$ cat src/rtl/apr_pkg.sv
package apr_pkg;

    // Nibble codes of the path encoding
    localparam logic [3:0] CODE_END      = 4'h0;
    localparam logic [3:0] CODE_LAST_IMM = 4'hA;
    localparam logic [3:0] CODE_PREFIX   = 4'hB;
    localparam logic [3:0] CODE_MULTI1   = 4'hC;

    // Value limits used by the encoder and by the stray-zero skip
    localparam logic [31:0] SMALL_LIMIT = 32'd4096;
    localparam logic [31:0] BYTE_MAX    = 32'h0000_00FF;
    localparam logic [31:0] SKIP_HI     = 32'h0000_0FFF;
    localparam logic [31:0] HALF_MAX    = 32'h0000_FFFF;
    localparam logic [31:0] TRIPLE_MAX  = 32'h00FF_FFFF;

    // Depth of the element queue between decoder and encoder
    localparam int QUEUE_DEPTH = 4;

    // One queue entry: a path element, or the end-of-path marker
    typedef struct packed {
        logic        is_end;
        logic        err;
        logic        keep;
        logic [31:0] value;
    } elem_t;

endpackage

$ cat src/rtl/apr_front.sv
module apr_front #(
    parameter int PATH_BYTES   = 12,
    parameter int MAX_ELEMENTS = 24
) (
    input  logic          aclk,
    input  logic          aresetn,
    input  logic          s_valid,
    output logic          s_ready,
    input  logic [7:0]    s_path_byte,
    input  logic          s_path_last,
    input  logic          s_keep_last_element,
    output logic          q_valid,
    output apr_pkg::elem_t q_data,
    input  logic          q_ready
);

    localparam int IW = (PATH_BYTES > 1) ? $clog2(PATH_BYTES) : 1;
    localparam int CW = $clog2(PATH_BYTES + 1);
    localparam int PW = $clog2(PATH_BYTES + 6);
    localparam int NW = $clog2(MAX_ELEMENTS + 1);
    localparam logic [PW-1:0] P_BYTES = PW'(PATH_BYTES);
    localparam logic [NW-1:0] N_MAX   = NW'(MAX_ELEMENTS);

    localparam logic [3:0] S_IDLE  = 4'd0;
    localparam logic [3:0] S_NIB   = 4'd1;
    localparam logic [3:0] S_EVAL  = 4'd2;
    localparam logic [3:0] S_PFX   = 4'd3;
    localparam logic [3:0] S_MULTI = 4'd4;
    localparam logic [3:0] S_ACC   = 4'd5;
    localparam logic [3:0] S_PUSH  = 4'd6;
    localparam logic [3:0] S_SKIP  = 4'd7;
    localparam logic [3:0] S_SKIP2 = 4'd8;
    localparam logic [3:0] S_END   = 4'd9;

    logic [7:0]    byte_mem_reg [PATH_BYTES];
    logic [CW-1:0] load_count_reg, load_count_next;
    logic [3:0]    state_reg, state_next;
    logic [PW-1:0] p_reg, p_next;
    logic [NW-1:0] n_reg, n_next;
    logic [3:0]    nib_reg, nib_next;
    logic          second_reg, second_next;
    logic [2:0]    nbytes_reg, nbytes_next;
    logic [1:0]    idx_reg, idx_next;
    logic [31:0]   value_reg, value_next;
    logic          keep_reg, keep_next;
    logic          err_reg, err_next;

    logic [PW-1:0] rd_idx;
    logic [7:0]    rd_byte;
    logic          load_en;

    assign s_ready = (state_reg == S_IDLE);
    assign load_en = s_valid && s_ready && (load_count_reg < CW'(PATH_BYTES));

    // Byte store read; bytes beyond the fill count read as zero
    always_comb begin
        unique case (state_reg)
            S_ACC:   rd_idx = p_reg + PW'(idx_reg);
            S_SKIP2: rd_idx = p_reg + PW'(1);
            default: rd_idx = p_reg;
        endcase
        if (rd_idx < PW'(load_count_reg)) begin
            rd_byte = byte_mem_reg[rd_idx[IW-1:0]];
        end else begin
            rd_byte = 8'h00;
        end
    end

    // Decode sequencer
    always_comb begin
        state_next      = state_reg;
        load_count_next = load_count_reg;
        p_next          = p_reg;
        n_next          = n_reg;
        nib_next        = nib_reg;
        second_next     = second_reg;
        nbytes_next     = nbytes_reg;
        idx_next        = idx_reg;
        value_next      = value_reg;
        keep_next       = keep_reg;
        err_next        = err_reg;
        q_valid         = 1'b0;
        q_data          = '0;

        unique case (state_reg)
            S_IDLE: begin
                if (load_en) begin
                    load_count_next = load_count_reg + CW'(1);
                end
                if (s_valid && s_path_last) begin
                    keep_next  = s_keep_last_element;
                    p_next     = '0;
                    n_next     = '0;
                    err_next   = 1'b0;
                    state_next = S_NIB;
                end
            end
            S_NIB: begin
                if (p_reg >= P_BYTES) begin
                    state_next = S_END;
                end else begin
                    nib_next    = rd_byte[7:4];
                    second_next = 1'b0;
                    state_next  = S_EVAL;
                end
            end
            S_EVAL: begin
                if (nib_reg == apr_pkg::CODE_END) begin
                    state_next = S_END;
                end else if (nib_reg <= apr_pkg::CODE_LAST_IMM) begin
                    if (n_reg >= N_MAX) begin
                        state_next = S_END;
                    end else begin
                        q_valid       = 1'b1;
                        q_data.value  = {28'd0, nib_reg};
                        if (q_ready) begin
                            n_next = n_reg + NW'(1);
                            if (!second_reg) begin
                                nib_next    = rd_byte[3:0];
                                second_next = 1'b1;
                            end else begin
                                p_next     = p_reg + PW'(1);
                                state_next = S_NIB;
                            end
                        end
                    end
                end else if (nib_reg == apr_pkg::CODE_PREFIX) begin
                    if (!second_reg) begin
                        nib_next = rd_byte[3:0];
                        if (rd_byte[3:0] < apr_pkg::CODE_MULTI1) begin
                            err_next   = 1'b1;
                            state_next = S_END;
                        end else begin
                            state_next = S_MULTI;
                        end
                    end else begin
                        p_next = p_reg + PW'(1);
                        if (p_reg + PW'(1) >= P_BYTES) begin
                            state_next = S_END;
                        end else begin
                            state_next = S_PFX;
                        end
                    end
                end else begin
                    state_next = S_MULTI;
                end
            end
            S_PFX: begin
                nib_next = rd_byte[7:4];
                if (rd_byte[7:4] < apr_pkg::CODE_MULTI1) begin
                    err_next   = 1'b1;
                    state_next = S_END;
                end else begin
                    state_next = S_MULTI;
                end
            end
            S_MULTI: begin
                nbytes_next = {1'b0, nib_reg[1:0]} + 3'd1;
                value_next  = second_reg ? 32'd0 : {28'd0, rd_byte[3:0]};
                p_next      = p_reg + PW'(1);
                idx_next    = nib_reg[1:0];
                if (p_reg + PW'(1) + PW'(nib_reg[1:0]) + PW'(1) > P_BYTES) begin
                    state_next = S_END;
                end else begin
                    state_next = S_ACC;
                end
            end
            S_ACC: begin
                value_next = {value_reg[23:0], 8'h00} + {24'd0, rd_byte};
                if (idx_reg == 2'd0) begin
                    state_next = S_PUSH;
                end else begin
                    idx_next = idx_reg - 2'd1;
                end
            end
            S_PUSH: begin
                if (n_reg >= N_MAX) begin
                    state_next = S_END;
                end else begin
                    q_valid      = 1'b1;
                    q_data.value = value_reg;
                    if (q_ready) begin
                        n_next     = n_reg + NW'(1);
                        p_next     = p_reg + PW'(nbytes_reg);
                        state_next = S_SKIP;
                    end
                end
            end
            S_SKIP: begin
                // stray zero after a value in 0x100..0xFFF
                if (value_reg > apr_pkg::BYTE_MAX && value_reg <= apr_pkg::SKIP_HI &&
                    p_reg + PW'(1) < P_BYTES && rd_byte == 8'h00) begin
                    state_next = S_SKIP2;
                end else begin
                    state_next = S_NIB;
                end
            end
            S_SKIP2: begin
                if (rd_byte != 8'h00) begin
                    p_next = p_reg + PW'(1);
                end
                state_next = S_NIB;
            end
            S_END: begin
                q_valid       = 1'b1;
                q_data.is_end = 1'b1;
                q_data.err    = err_reg;
                q_data.keep   = keep_reg;
                if (q_ready) begin
                    load_count_next = '0;
                    state_next      = S_IDLE;
                end
            end
            default: begin
                state_next = S_IDLE;
            end
        endcase
    end

    always_ff @(posedge aclk) begin
        if (!aresetn) begin
            state_reg      <= S_IDLE;
            load_count_reg <= '0;
        end else begin
            state_reg      <= state_next;
            load_count_reg <= load_count_next;
        end
        p_reg      <= p_next;
        n_reg      <= n_next;
        nib_reg    <= nib_next;
        second_reg <= second_next;
        nbytes_reg <= nbytes_next;
        idx_reg    <= idx_next;
        value_reg  <= value_next;
        keep_reg   <= keep_next;
        err_reg    <= err_next;
        if (load_en) begin
            byte_mem_reg[load_count_reg[IW-1:0]] <= s_path_byte;
        end
    end

endmodule

$ cat src/rtl/apr_queue.sv
module apr_queue (
    input  logic           aclk,
    input  logic           aresetn,
    input  logic           in_valid,
    output logic           in_ready,
    input  apr_pkg::elem_t in_data,
    output logic           out_valid,
    input  logic           out_ready,
    output apr_pkg::elem_t out_data
);

    localparam int AW = $clog2(apr_pkg::QUEUE_DEPTH);

    apr_pkg::elem_t mem_reg [apr_pkg::QUEUE_DEPTH];
    logic [AW-1:0]  wr_ptr_reg, rd_ptr_reg;
    logic [AW:0]    count_reg;
    logic           push, pop;

    assign in_ready  = (count_reg != (AW+1)'(apr_pkg::QUEUE_DEPTH));
    assign out_valid = (count_reg != '0);
    assign out_data  = mem_reg[rd_ptr_reg];
    assign push      = in_valid && in_ready;
    assign pop       = out_valid && out_ready;

    // Element queue pointers and occupancy
    always_ff @(posedge aclk) begin
        if (!aresetn) begin
            wr_ptr_reg <= '0;
            rd_ptr_reg <= '0;
            count_reg  <= '0;
        end else begin
            if (push) begin
                wr_ptr_reg <= wr_ptr_reg + AW'(1);
            end
            if (pop) begin
                rd_ptr_reg <= rd_ptr_reg + AW'(1);
            end
            if (push && !pop) begin
                count_reg <= count_reg + (AW+1)'(1);
            end else if (pop && !push) begin
                count_reg <= count_reg - (AW+1)'(1);
            end
        end
        if (push) begin
            mem_reg[wr_ptr_reg] <= in_data;
        end
    end

endmodule

$ cat src/rtl/apr_back.sv
module apr_back #(
    parameter int PATH_BYTES = 12
) (
    input  logic           aclk,
    input  logic           aresetn,
    input  logic           q_valid,
    output logic           q_ready,
    input  apr_pkg::elem_t q_data,
    output logic           m_valid,
    input  logic           m_ready,
    output logic [7:0]     m_out_byte,
    output logic           m_out_last,
    output logic           m_status
);

    localparam int IW = (PATH_BYTES > 1) ? $clog2(PATH_BYTES) : 1;
    localparam int QW = $clog2(PATH_BYTES + 2);
    localparam logic [QW-1:0] Q_BYTES = QW'(PATH_BYTES);

    localparam logic [2:0] B_POP   = 3'd0;
    localparam logic [2:0] B_START = 3'd1;
    localparam logic [2:0] B_MID   = 3'd2;
    localparam logic [2:0] B_BYTES = 3'd3;
    localparam logic [2:0] B_EMIT  = 3'd4;

    logic [7:0]    ob_reg  [PATH_BYTES];
    logic [7:0]    ob_next [PATH_BYTES];
    logic [2:0]    state_reg, state_next;
    logic [QW-1:0] q_reg, q_next;
    logic [31:0]   id_reg, id_next;
    logic [2:0]    len_reg, len_next;
    logic [31:0]   pend_reg, pend_next;
    logic          has_pend_reg, has_pend_next;
    logic          emit_after_reg, emit_after_next;
    logic          err_reg, err_next;
    logic [IW-1:0] k_reg, k_next;

    logic [7:0]    cur_byte;
    logic [3:0]    put_val;
    logic [2:0]    len_calc;
    logic [2:0]    done_state;

    assign q_ready    = (state_reg == B_POP);
    assign m_valid    = (state_reg == B_EMIT);
    assign m_out_byte = err_reg ? 8'h00 : ob_reg[k_reg];
    assign m_out_last = (k_reg == IW'(PATH_BYTES - 1));
    assign m_status   = err_reg;

    assign cur_byte   = (q_reg < Q_BYTES) ? ob_reg[q_reg[IW-1:0]] : 8'h00;
    assign done_state = emit_after_reg ? B_EMIT : B_POP;

    // Byte length of a multi-byte value
    always_comb begin
        if (id_reg <= apr_pkg::BYTE_MAX) begin
            len_calc = 3'd1;
        end else if (id_reg <= apr_pkg::HALF_MAX) begin
            len_calc = 3'd2;
        end else if (id_reg <= apr_pkg::TRIPLE_MAX) begin
            len_calc = 3'd3;
        end else begin
            len_calc = 3'd4;
        end
    end

    // Encoder sequencer and output buffer updates
    always_comb begin
        ob_next         = ob_reg;
        state_next      = state_reg;
        q_next          = q_reg;
        id_next         = id_reg;
        len_next        = len_reg;
        pend_next       = pend_reg;
        has_pend_next   = has_pend_reg;
        emit_after_next = emit_after_reg;
        err_next        = err_reg;
        k_next          = k_reg;
        put_val         = '0;

        unique case (state_reg)
            B_POP: begin
                // last element is held back until the end marker says whether to keep it
                if (q_valid) begin
                    if (q_data.is_end) begin
                        err_next = q_data.err;
                        k_next   = '0;
                        if (!q_data.err && q_data.keep && has_pend_reg) begin
                            id_next         = pend_reg;
                            emit_after_next = 1'b1;
                            state_next      = B_START;
                        end else begin
                            state_next = B_EMIT;
                        end
                    end else begin
                        pend_next     = q_data.value;
                        has_pend_next = 1'b1;
                        if (has_pend_reg) begin
                            id_next         = pend_reg;
                            emit_after_next = 1'b0;
                            state_next      = B_START;
                        end
                    end
                end
            end
            B_START: begin
                if (q_reg >= Q_BYTES) begin
                    q_next     = Q_BYTES + QW'(1);
                    state_next = done_state;
                end else begin
                    if (id_reg != 32'd0 && id_reg <= 32'(apr_pkg::CODE_LAST_IMM)) begin
                        put_val    = id_reg[3:0];
                        state_next = done_state;
                    end else begin
                        put_val    = apr_pkg::CODE_MULTI1 + {1'b0, len_calc} - 4'd1;
                        len_next   = len_calc;
                        state_next = B_MID;
                    end
                    // place one nibble
                    if (cur_byte != 8'h00) begin
                        ob_next[q_reg[IW-1:0]] = cur_byte | {4'h0, put_val};
                        q_next = q_reg + QW'(1);
                    end else begin
                        ob_next[q_reg[IW-1:0]] = {put_val, 4'h0};
                    end
                end
            end
            B_MID: begin
                // a half-used byte takes a 12-bit value with the length code
                if (q_reg < Q_BYTES && cur_byte != 8'h00) begin
                    if (id_reg < apr_pkg::SMALL_LIMIT) begin
                        ob_next[q_reg[IW-1:0]] = {apr_pkg::CODE_MULTI1, id_reg[11:8]};
                        len_next = 3'd1;
                        id_next  = {24'd0, id_reg[7:0]};
                    end
                    q_next = q_reg + QW'(1);
                end
                state_next = B_BYTES;
            end
            B_BYTES: begin
                if (len_reg == 3'd0) begin
                    state_next = done_state;
                end else if (q_reg >= Q_BYTES) begin
                    q_next     = q_reg + QW'(1);
                    state_next = done_state;
                end else begin
                    ob_next[q_reg[IW-1:0]] = id_reg[7:0];
                    q_next   = q_reg + QW'(1);
                    id_next  = {8'h00, id_reg[31:8]};
                    len_next = len_reg - 3'd1;
                end
            end
            B_EMIT: begin
                if (m_ready) begin
                    if (m_out_last) begin
                        for (int i = 0; i < PATH_BYTES; i++) begin
                            ob_next[i] = 8'h00;
                        end
                        q_next        = '0;
                        has_pend_next = 1'b0;
                        state_next    = B_POP;
                    end else begin
                        k_next = k_reg + IW'(1);
                    end
                end
            end
            default: begin
                state_next = B_POP;
            end
        endcase
    end

    always_ff @(posedge aclk) begin
        if (!aresetn) begin
            state_reg    <= B_POP;
            q_reg        <= '0;
            has_pend_reg <= 1'b0;
            err_reg      <= 1'b0;
            k_reg        <= '0;
            for (int i = 0; i < PATH_BYTES; i++) begin
                ob_reg[i] <= 8'h00;
            end
        end else begin
            state_reg    <= state_next;
            q_reg        <= q_next;
            has_pend_reg <= has_pend_next;
            err_reg      <= err_next;
            k_reg        <= k_next;
            ob_reg       <= ob_next;
        end
        id_reg         <= id_next;
        len_reg        <= len_next;
        pend_reg       <= pend_next;
        emit_after_reg <= emit_after_next;
    end

endmodule

$ cat src/rtl/activity_path_reencoder.sv
// Channel  Direction  Transfer contents
// s_       in         one encoded path byte, last mark, keep-last flag
// m_       out        one re-encoded byte, last mark, status
//
// Bytes are taken one per cycle until the last-marked byte. The decoder then
// walks the stored bytes, feeding a four-entry element queue; the encoder
// packs each element into the output buffer, and the PATH_BYTES result bytes
// leave one per cycle while m_ready is high.
// Reset is synchronous and active low; a stalled m_ side holds the encoder,
// and the queue lets the decoder run ahead until it fills.
module activity_path_reencoder #(
    parameter int PATH_BYTES   = 12,
    parameter int MAX_ELEMENTS = 24
) (
    input  logic       aclk,
    input  logic       aresetn,
    input  logic       s_valid,
    output logic       s_ready,
    input  logic [7:0] s_path_byte,
    input  logic       s_path_last,
    input  logic       s_keep_last_element,
    output logic       m_valid,
    input  logic       m_ready,
    output logic [7:0] m_out_byte,
    output logic       m_out_last,
    output logic       m_status
);

    logic           fq_valid, fq_ready, bq_valid, bq_ready;
    apr_pkg::elem_t fq_data, bq_data;

    // Loader and decoder
    apr_front #(
        .PATH_BYTES   (PATH_BYTES),
        .MAX_ELEMENTS (MAX_ELEMENTS)
    ) u_front (
        .aclk                (aclk),
        .aresetn             (aresetn),
        .s_valid             (s_valid),
        .s_ready             (s_ready),
        .s_path_byte         (s_path_byte),
        .s_path_last         (s_path_last),
        .s_keep_last_element (s_keep_last_element),
        .q_valid             (fq_valid),
        .q_data              (fq_data),
        .q_ready             (fq_ready)
    );

    // Element queue
    apr_queue u_queue (
        .aclk      (aclk),
        .aresetn   (aresetn),
        .in_valid  (fq_valid),
        .in_ready  (fq_ready),
        .in_data   (fq_data),
        .out_valid (bq_valid),
        .out_ready (bq_ready),
        .out_data  (bq_data)
    );

    // Encoder and byte emitter
    apr_back #(
        .PATH_BYTES (PATH_BYTES)
    ) u_back (
        .aclk       (aclk),
        .aresetn    (aresetn),
        .q_valid    (bq_valid),
        .q_ready    (bq_ready),
        .q_data     (bq_data),
        .m_valid    (m_valid),
        .m_ready    (m_ready),
        .m_out_byte (m_out_byte),
        .m_out_last (m_out_last),
        .m_status   (m_status)
    );

endmodule

$ cat config.mk
export PLATFORM = sky130hd
export DESIGN_NAME = activity_path_reencoder
export DESIGN_NICKNAME = d
export VERILOG_FILES = /design/src/rtl/apr_pkg.sv /design/src/rtl/apr_front.sv /design/src/rtl/apr_queue.sv /design/src/rtl/apr_back.sv /design/src/rtl/activity_path_reencoder.sv
export SDC_FILE = /design/constraint.sdc
export NUM_CORES = 1
export LEC_CHECK = 0
export BUFFER_PORTS_ARGS = -buffer_cell sky130_fd_sc_hd__buf_4
export CAP_MARGIN = 20
export CORE_UTILIZATION = 35
export CTS_BUF_LIST = sky130_fd_sc_hd__clkbuf_16
export DETAILED_ROUTE_END_ITERATION = 12
export PLACE_DENSITY_LB_ADDON = 0.05
export REMOVE_ABC_BUFFERS = 1
export SLEW_MARGIN = 20
export SYNTH_ARGS = -nofsm -noshare
export SYNTH_HDL_FRONTEND = slang
export SYNTH_SLANG_ARGS = --single-unit
$ cat constraint.sdc
create_clock -name aclk -period 5.73 [get_ports aclk]
set_input_delay 0.8595 -clock aclk [delete_from_list [all_inputs] [get_ports aclk]]
set_output_delay 0.8595 -clock aclk [all_outputs]
set_load 0.02 [all_outputs]
## Word-level counts from Yosys, hierarchy flattened

Memories as Yosys holds them, arrays and structs flattened. A register that Yosys moved wholly into a read port is not among the register bits.
Cells that the tools add are included.

| operators by class | value |
|---|---|
| multiplexer cells | 160 |
| div/mod/pow operators | 0 |
| bitwise logic cells | 5 |
| reduce and logical (&&, ||, !) cells | 62 |
| add/subtract/negate cells | 19 |
| $mul | 0 |
| equality and inequality tests | 57 |
| shift operators | 0 |
| $lt $le $gt $ge | 22 |

Operators with widths:

| cell | number |
|---|---|
| $mux 96 | 8 |
| $bwmux 96 | 4 |
| $pmux 96 s4 | 1 |
| $mux 32 | 11 |
| $mux 4 | 41 |
| $pmux 32 s2 | 2 |
| $pmux 32 s3 | 1 |
| $mux 5 | 14 |
| $mux 3 | 23 |
| $bmux 8 s4 | 2 |
| $mux 8 | 8 |
| $pmux 4 s10 | 1 |
| $add 32x8->32 | 1 |
| $demux 8 s4 | 1 |
| $gt 32x8->1 const B | 1 |
| $le 32x12->1 const B | 1 |
| $le 32x16->1 const B | 1 |
| $le 32x24->1 const B | 1 |
| $le 32x4->1 const B | 1 |
| $le 32x8->1 const B | 1 |
| $lt 32x13->1 const B | 1 |
| $ne 2x2->1 const B | 16 |
| $reduce_bool 32->1 | 1 |
| $ne 2x1->1 const B | 15 |
| other kinds (66) | 168 |

| word-level totals | value |
|---|---|
| bits of input ports | 14 |
| memories kept | 2 |
| word-level logic and storage cells | 363 |
| register bits | 246 |
| bits in writable memories | 236 |
| latch bits | 0 |
| bits in read-only memories | 0 |

Memory list:

| name | words | width | read ports | clocked after Yosys merged registers in | wr ports | line | RTL |
|---|---|---|---|---|---|---|---|
| u_queue.mem_reg | 4 | 35 | 1 | 1 | 1 | apr_queue.sv:14 | `apr_pkg::elem_t mem_reg [apr_pkg::QUEUE_DEPTH];` |
| u_front.byte_mem_reg | 12 | 8 | 1 | 0 | 1 | apr_front.sv:35 | `logic [7:0] byte_mem_reg [PATH_BYTES];` |

## Longest topological paths before layout

| logic depth | value |
|---|---|
| depth in word-level cells | 14 |
| gate-level depth with buffers | 18 |
| mapped depth without buffers | 16 |

## Hierarchy

A second synthesis with hierarchy kept.

| second synthesis, totals | value |
|---|---|
| cell total of the unflattened synthesis | 2065 |
| area, all modules | 24459.7 µm² |

Modules (own cells, without submodules):

| module | times used | area each (µm²) | cells an instance | seq. area each (µm²) |
|---|---|---|---|---|
| apr_back | 1 | 10095.9 | 1057 | 4224.1 |
| apr_front | 1 | 8765.9 | 777 | 4664.5 |
| apr_queue | 1 | 5597.9 | 231 | 4384.2 |

## Worst setup path after synthesis

OpenSTA, ideal clock, no wires.

| timing path | value |
|---|---|
| path kind | register -> register |
| start | reg u_front.p_reg[0] |
| end | reg u_front.p_reg[0], enable pin |
| arrival | 3832 ps |
| buffers on the path | 2 |
| cell stages (with the launch flop) | 17 |
| clock period less this slack | 4146 ps |
| slack | 1584 ps |
| cell sequence | edfxtp_1 > ha_1 > inv_1 > fa_1 > nand4bb_1 > a21oi_2 > xor2_4 > buf_6 > ha_1 > a21oi_1 > nor2b_1 > or4_1 > buf_4 > a211oi_2 > nor3_2 > nand4_1 > and3_1 |

| between the ends | value |
|---|---|
| cells in the longest elaborated chain, start to end | 7 |
| elaborated cells between the ends (all ways) | 9 |

RTL lines:

| what | line | RTL |
|---|---|---|
| from (decl) | apr_front.sv:38 | `logic [PW-1:0] p_reg, p_next;` |
| from (signal assigned) | apr_front.sv:228 | `p_reg <= p_next;` |
| $add 5x1->5 or $add 5x2->5 (tied branches) | apr_front.sv:59, apr_front.sv:58 |  |
| $pmux 5 s2 (*) | apr_front.sv:57 | `unique case (state_reg)` |
| $mem_v2 12x8 or $lt 5x4->1 (tied branches) | - |  |
| $mux 8 (*) | apr_front.sv:62 | `if (rd_idx < PW'(load_count_reg)) begin` |
| $reduce_bool 8->1 (*) | apr_front.sv:199 | `if (rd_byte != 8'h00) begin` |
| $ne 2x1->1 (no source line) (*) | - |  |
| $reduce_and 9->1 (no source line) (*) | - |  |

Every way passes the cells marked *; elsewhere a longest branch is shown, timed or not.
A chain may end at the register's enable or synchronous reset.

## Final worst setup path

| timing path | value |
|---|---|
| start | reg u_front.state_reg[3] |
| end | reg u_front.p_reg[3], enable pin |

| between the ends | value |
|---|---|
| cells in the longest elaborated chain, start to end | 7 |
| elaborated cells between the ends (all ways) | 21 |

RTL lines:

| what | line | RTL |
|---|---|---|
| from (decl) | apr_front.sv:37 | `logic [3:0] state_reg, state_next;` |
| from (signal assigned) | apr_front.sv:225 | `state_reg <= state_next;` |
| $eq 4x4->1 or $eq 4x3->1 (tied branches) | apr_front.sv:57, apr_front.sv:85 |  |
| $pmux 5 s2 | apr_front.sv:57 |  |
| $mem_v2 12x8 or $lt 5x4->1 (tied branches) | - |  |
| $mux 8 | apr_front.sv:62 |  |
| $reduce_bool 8->1 | apr_front.sv:199 |  |
| $ne 2x1->1 (no source line) | - |  |
| $reduce_and 9->1 (no source line) (*) | - |  |

Marks and branches as above.

==> impl_results.html <==
<table>
<tr><th>Metric</th><th>Value</th></tr>
<tr><th colspan="2">Run status</th></tr>
<tr><td>Status</td><td>finished, final reports clean</td></tr>
<tr><th colspan="2">Detailed routing</th></tr>
<tr><td>Final routed wire length divided by cell count</td><td>23.31 µm</td></tr>
<tr><td>Initial detailed-routing violation count</td><td>1217</td></tr>
<tr><td>Antenna Violating Nets Remaining</td><td>0</td></tr>
<tr><td>DR DRC count</td><td>0</td></tr>
<tr><td>Drt first pass iters</td><td>5</td></tr>
<tr><td>Vias after detailed routing</td><td>15720</td></tr>
<tr><td>Number of vias per cell after detailed routing</td><td>5.630</td></tr>
<tr><td>Total wirelength of the detailed-routed design</td><td>65110 µm</td></tr>
<tr><th colspan="2">Critical path</th></tr>
<tr><td>Cell with the biggest individual delay on the critical path</td><td>dfxtp_1</td></tr>
<tr><td>Delay-heaviest family, CP</td><td>simple AND/OR/NAND/NOR gates</td></tr>
<tr><td>Data arrival time of the critical path</td><td>5.15 ns</td></tr>
<tr><td>Worst Path Buf+Inv</td><td>1</td></tr>
<tr><td>Worst endpoint required time</td><td>6.05 ns</td></tr>
<tr><td>Endpoint kind of the worst setup timing path</td><td>flip-flop</td></tr>
<tr><td>Worst Setup Start Kind</td><td>flip-flop</td></tr>
<tr><td>Delay contributed by the slowest stage of the critical path</td><td>0.81 ns</td></tr>
<tr><td>Biggest fanout along the worst timing path</td><td>22</td></tr>
<tr><td>Cells along the critical path</td><td>or4b_4 &gt; nand2_1 &gt; mux2i_1 &gt; a21oi_2 &gt; inv_1 &gt; ha_1 &gt; nand3_1 &gt; a21oi_1 &gt; or4_1 &gt; a211oi_1 &gt; nor2_1 &gt; nand4_1 &gt; and3_1</td></tr>
<tr><td>Crit Path Class</td><td>reg2reg</td></tr>
<tr><th colspan="2">CTS</th></tr>
<tr><td>H-tree depth</td><td>2</td></tr>
<tr><td>CTS tree</td><td>done</td></tr>
<tr><td>TritonCTS buffer count</td><td>56</td></tr>
<tr><td>Sink Count</td><td>484</td></tr>
<tr><td>Clk Latency, worst-skew pair</td><td>0.63 ns</td></tr>
<tr><td>CTS max path bufs</td><td>3</td></tr>
<tr><td>Clock root buffer master</td><td>clkbuf_16</td></tr>
<tr><td>Post-CTS clock slew at the launch and capture registers of the worst setup and hold paths</td><td>0.06 ns</td></tr>
<tr><td>Cells resized by post-CTS repair</td><td>0</td></tr>
<tr><td>Setup bufs post-CTS</td><td>0</td></tr>
<tr><td>Hold buffers post-CTS</td><td>0</td></tr>
<tr><th colspan="2">Die</th></tr>
<tr><td>Die height</td><td>259.1 µm</td></tr>
<tr><td>Number of rows in the core area</td><td>93</td></tr>
<tr><td>Die footprint</td><td>67120 µm²</td></tr>
<tr><td>Initial standard-cell utilization of the core</td><td>0.3562</td></tr>
<tr><td>Number of placed I/O pins</td><td>26</td></tr>
<tr><td>Standard cell core area</td><td>64930 µm²</td></tr>
<tr><td>Floorplan die width</td><td>259.1 µm</td></tr>
<tr><th colspan="2">Yosys</th></tr>
<tr><td>Synth Instances</td><td>1911</td></tr>
<tr><td>Post-synthesis cell type count</td><td>80</td></tr>
<tr><td>Register area share after synthesis</td><td>0.5738</td></tr>
<tr><td>Number of warning messages in the yosys log</td><td>0</td></tr>
<tr><td>Post-synth design cell area</td><td>23130 µm²</td></tr>
<tr><td>Cell type with the largest total area after synthesis</td><td>edfxtp_1</td></tr>
<tr><td>Prevailing post-synth register cell</td><td>edfxtp_1</td></tr>
<tr><td>Ranking of synthesized cells by area</td><td>edfxtp_1 46%, dfxtp_1 11%, mux4_2 9.6%</td></tr>
<tr><td>Mean area per synthesized cell</td><td>12.10 µm²</td></tr>
<tr><td>Number of flip-flops and latches in the synthesized netlist</td><td>484</td></tr>
<tr><td>Share of flip-flops with an asynchronous set or reset after synthesis</td><td>0</td></tr>
<tr><td>Number of enable-type register cells in the synthesized netlist</td><td>358</td></tr>
<tr><td>Top cell type's share of synthesized area</td><td>0.4648</td></tr>
<tr><th colspan="2">GRT</th></tr>
<tr><td>Met3 usage</td><td>0.02568</td></tr>
<tr><td>Antenna violations before repair</td><td>0</td></tr>
<tr><td>Global routing met1 resource utilization</td><td>0.2835</td></tr>
<tr><td>Global-route wire length before repair</td><td>100100 µm</td></tr>
<tr><td>Number of global-route vias before repair</td><td>15860</td></tr>
<tr><td>Residual overflow from global routing</td><td>0</td></tr>
<tr><td>Global-route usage over all layers</td><td>0.1955</td></tr>
<tr><td>Gr busiest metal</td><td>met2</td></tr>
<tr><td>Maximum number of pins on one net before global-route repair</td><td>74</td></tr>
<tr><td>Routing usage on met2</td><td>0.2978</td></tr>
<tr><th colspan="2">Power</th></tr>
<tr><td>Power density normalized to cell area</td><td>460.6 nW/µm²</td></tr>
<tr><td>Standby leakage power</td><td>8.829 nW</td></tr>
<tr><td>Worst VDD drop</td><td>0.2831 mV</td></tr>
<tr><td>Overall power</td><td>11.92 mW</td></tr>
<tr><th colspan="2">Timing</th></tr>
<tr><td>Worst Skew</td><td>0.02747 ns</td></tr>
<tr><td>Total setup violations reported at the end of the flow</td><td>0</td></tr>
<tr><td>Fmax</td><td>207.1 MHz</td></tr>
<tr><td>Accumulated negative setup slack</td><td>0 ns</td></tr>
<tr><td>Worst max-slew margin expressed relative to the limit</td><td>0.2904</td></tr>
<tr><td>Shortest period the worst path allows</td><td>4.830 ns</td></tr>
<tr><td>Number of failing hold endpoints at the final stage</td><td>0</td></tr>
<tr><td>Period utilisation layout</td><td>0.8429</td></tr>
<tr><td>Worst Tran Pin Value</td><td>1.064 ns</td></tr>
<tr><td>RSZ-0062 raised after global routing</td><td>no</td></tr>
<tr><td>Slew Limit Fails</td><td>0</td></tr>
<tr><th colspan="2">Layout</th></tr>
<tr><td>Antenna diodes</td><td>0</td></tr>
<tr><td>Fraction of final layout cells sized beyond drive strength 1</td><td>0.1471</td></tr>
<tr><td>Final #Nets</td><td>1944</td></tr>
<tr><td>Syn-to-layout area delta</td><td>11.91%</td></tr>
<tr><td>Post-layout util</td><td>0.3987</td></tr>
<tr><td># fillers</td><td>6248</td></tr>
<tr><td>Final standard cell count with taps included and fillers excluded</td><td>2793</td></tr>
<tr><td>Design area</td><td>25880 µm²</td></tr>
<tr><th colspan="2">Min path</th></tr>
<tr><td>Type of the most critical hold path</td><td>in2reg</td></tr>
<tr><th colspan="2">Place</th></tr>
<tr><td>Placed Instance Area</td><td>24090 µm²</td></tr>
<tr><td>Placer congestion estimate</td><td>0.8563</td></tr>
<tr><td>Detailed placement HPWL</td><td>43790 µm</td></tr>
<tr><td>Quantity of I/O buffers inserted on ports</td><td>25</td></tr>
<tr><td>Cell count after placement</td><td>2688</td></tr>
<tr><th colspan="2">Flow run</th></tr>
<tr><td>Max_cap viols</td><td>0</td></tr>
</table>
-- placed cells by master (no fill, tap or decap), drive strengths merged, types with 60 or more instances in the layout --
master,n
a21oi,159
and2,88
buf,60
dfxtp,126
edfxtp,358
mux4,99
nand2,214
nand3,90
nor2,135
o21ai,60
o22ai,95
-- worst reg2reg max path: stages, from the launching register on --
cell	delay, ns
dfxtp_1	0.81
or4b_4	0.59
nand2_1	0.09
mux2i_1	0.08
a21oi_2	0.41
inv_1	0.29
ha_1	0.36
nand3_1	0.09
a21oi_1	0.04
or4_1	0.72
a211oi_1	0.45
nor2_1	0.16
nand4_1	0.11
and3_1	0.31
-- stage by stage --
stage / setup WS (ns) / hold WS, ns
finish: 0.9003 / 0.4293
floorplan: 1.244 / 0.4419
global route: 0.6264 / 0.4100
CTS: 0.9217 / 0.3957
global placement: 1.010 / 0.4553
detailed placement: 0.9362 / 0.4675
-- synth_stat cells, types with 5 or more instances --
| cell | count |
|---|---|
| inv_1 | 37 |
| a211oi_1 | 6 |
| and2_1 | 87 |
| nand4bb_1 | 5 |
| edfxtp_1 | 358 |
| nand2b_1 | 12 |
| mux4_2 | 99 |
| nand4_1 | 6 |
| xnor2_1 | 8 |
| mux2i_1 | 30 |
| nand3_1 | 89 |
| buf_4 | 6 |
| nor2b_1 | 10 |
| buf_2 | 17 |
| dfxtp_1 | 126 |
| nor4_1 | 13 |
| o22ai_1 | 95 |
| and3_1 | 11 |
| clkbuf_1 | 93 |
| o21ai_0 | 48 |
| nor2_1 | 135 |
| a31oi_1 | 5 |
| a21o_1 | 7 |
| a22o_1 | 19 |
| ha_1 | 35 |
| xor2_1 | 10 |
| nor3_1 | 15 |
| buf_1 | 14 |
| a21oi_1 | 156 |
| buf_6 | 7 |
| nand3b_1 | 6 |
| nand2_1 | 213 |
| a32o_1 | 33 |
| a22oi_1 | 7 |
| o21ai_1 | 9 |
| or3_1 | 5 |
-- where the power goes --
part           switching (mW)  leakage, nW  internal [mW]  total (mW)
registers               0.304         4.36           4.24        4.55
clock network            1.48        0.936           2.02        3.50
logic                    2.64         3.53           1.23        3.87
-- kinds of logic (layout without fill, tap and decap cells) --
logic type               Yosys count  after routing  synth area share
buffers and inverters            178            205           0.03310
AO/OA/AOI/OAI                    432            432            0.1211
XOR/XNOR                          19             19          0.008006
flip-flops                       484            484            0.5738
adder cells (fa/ha/maj)           39             39           0.02239
AND/OR/NAND/NOR                  628            628            0.1313
multiplexers                     131            131            0.1103
-- final timing paths --
kind                        start                to  slack [ns]  cells past startpoint
max reg2reg  u_front.state_reg[3]  u_front.p_reg[3]        0.90                     13
max          u_front.state_reg[3]  u_front.p_reg[3]        0.90                     13
min reg2reg             flip-flop         flip-flop        0.47                      2
min           s_keep_last_element  u_front.keep_reg        0.43                      1
-- cell type report --
cell class	instances	area (µm²)	area share
clock buffer	57	1426	0.05510
clock inverter	48	369.1	0.01426
inverter	40	150.1	0.005800
multi-input combinational	1249	9129	0.3527
sequential	484	13280	0.5130
tap	855	1070	0.04133
timing repair buffer	60	462.9	0.01788
-- per-layer routing --
metal / up-vias / share of wire / routed length (µm)
met4: 0 / 0.032 / 2113
met2: 403 / 0.45 / 28980
li1: 7229 / - / -
met1: 7981 / 0.48 / 31160
met5: - / 0 / 0
met3: 111 / 0.044 / 2848
No activity file was read; power rests on OpenSTA's default activity.
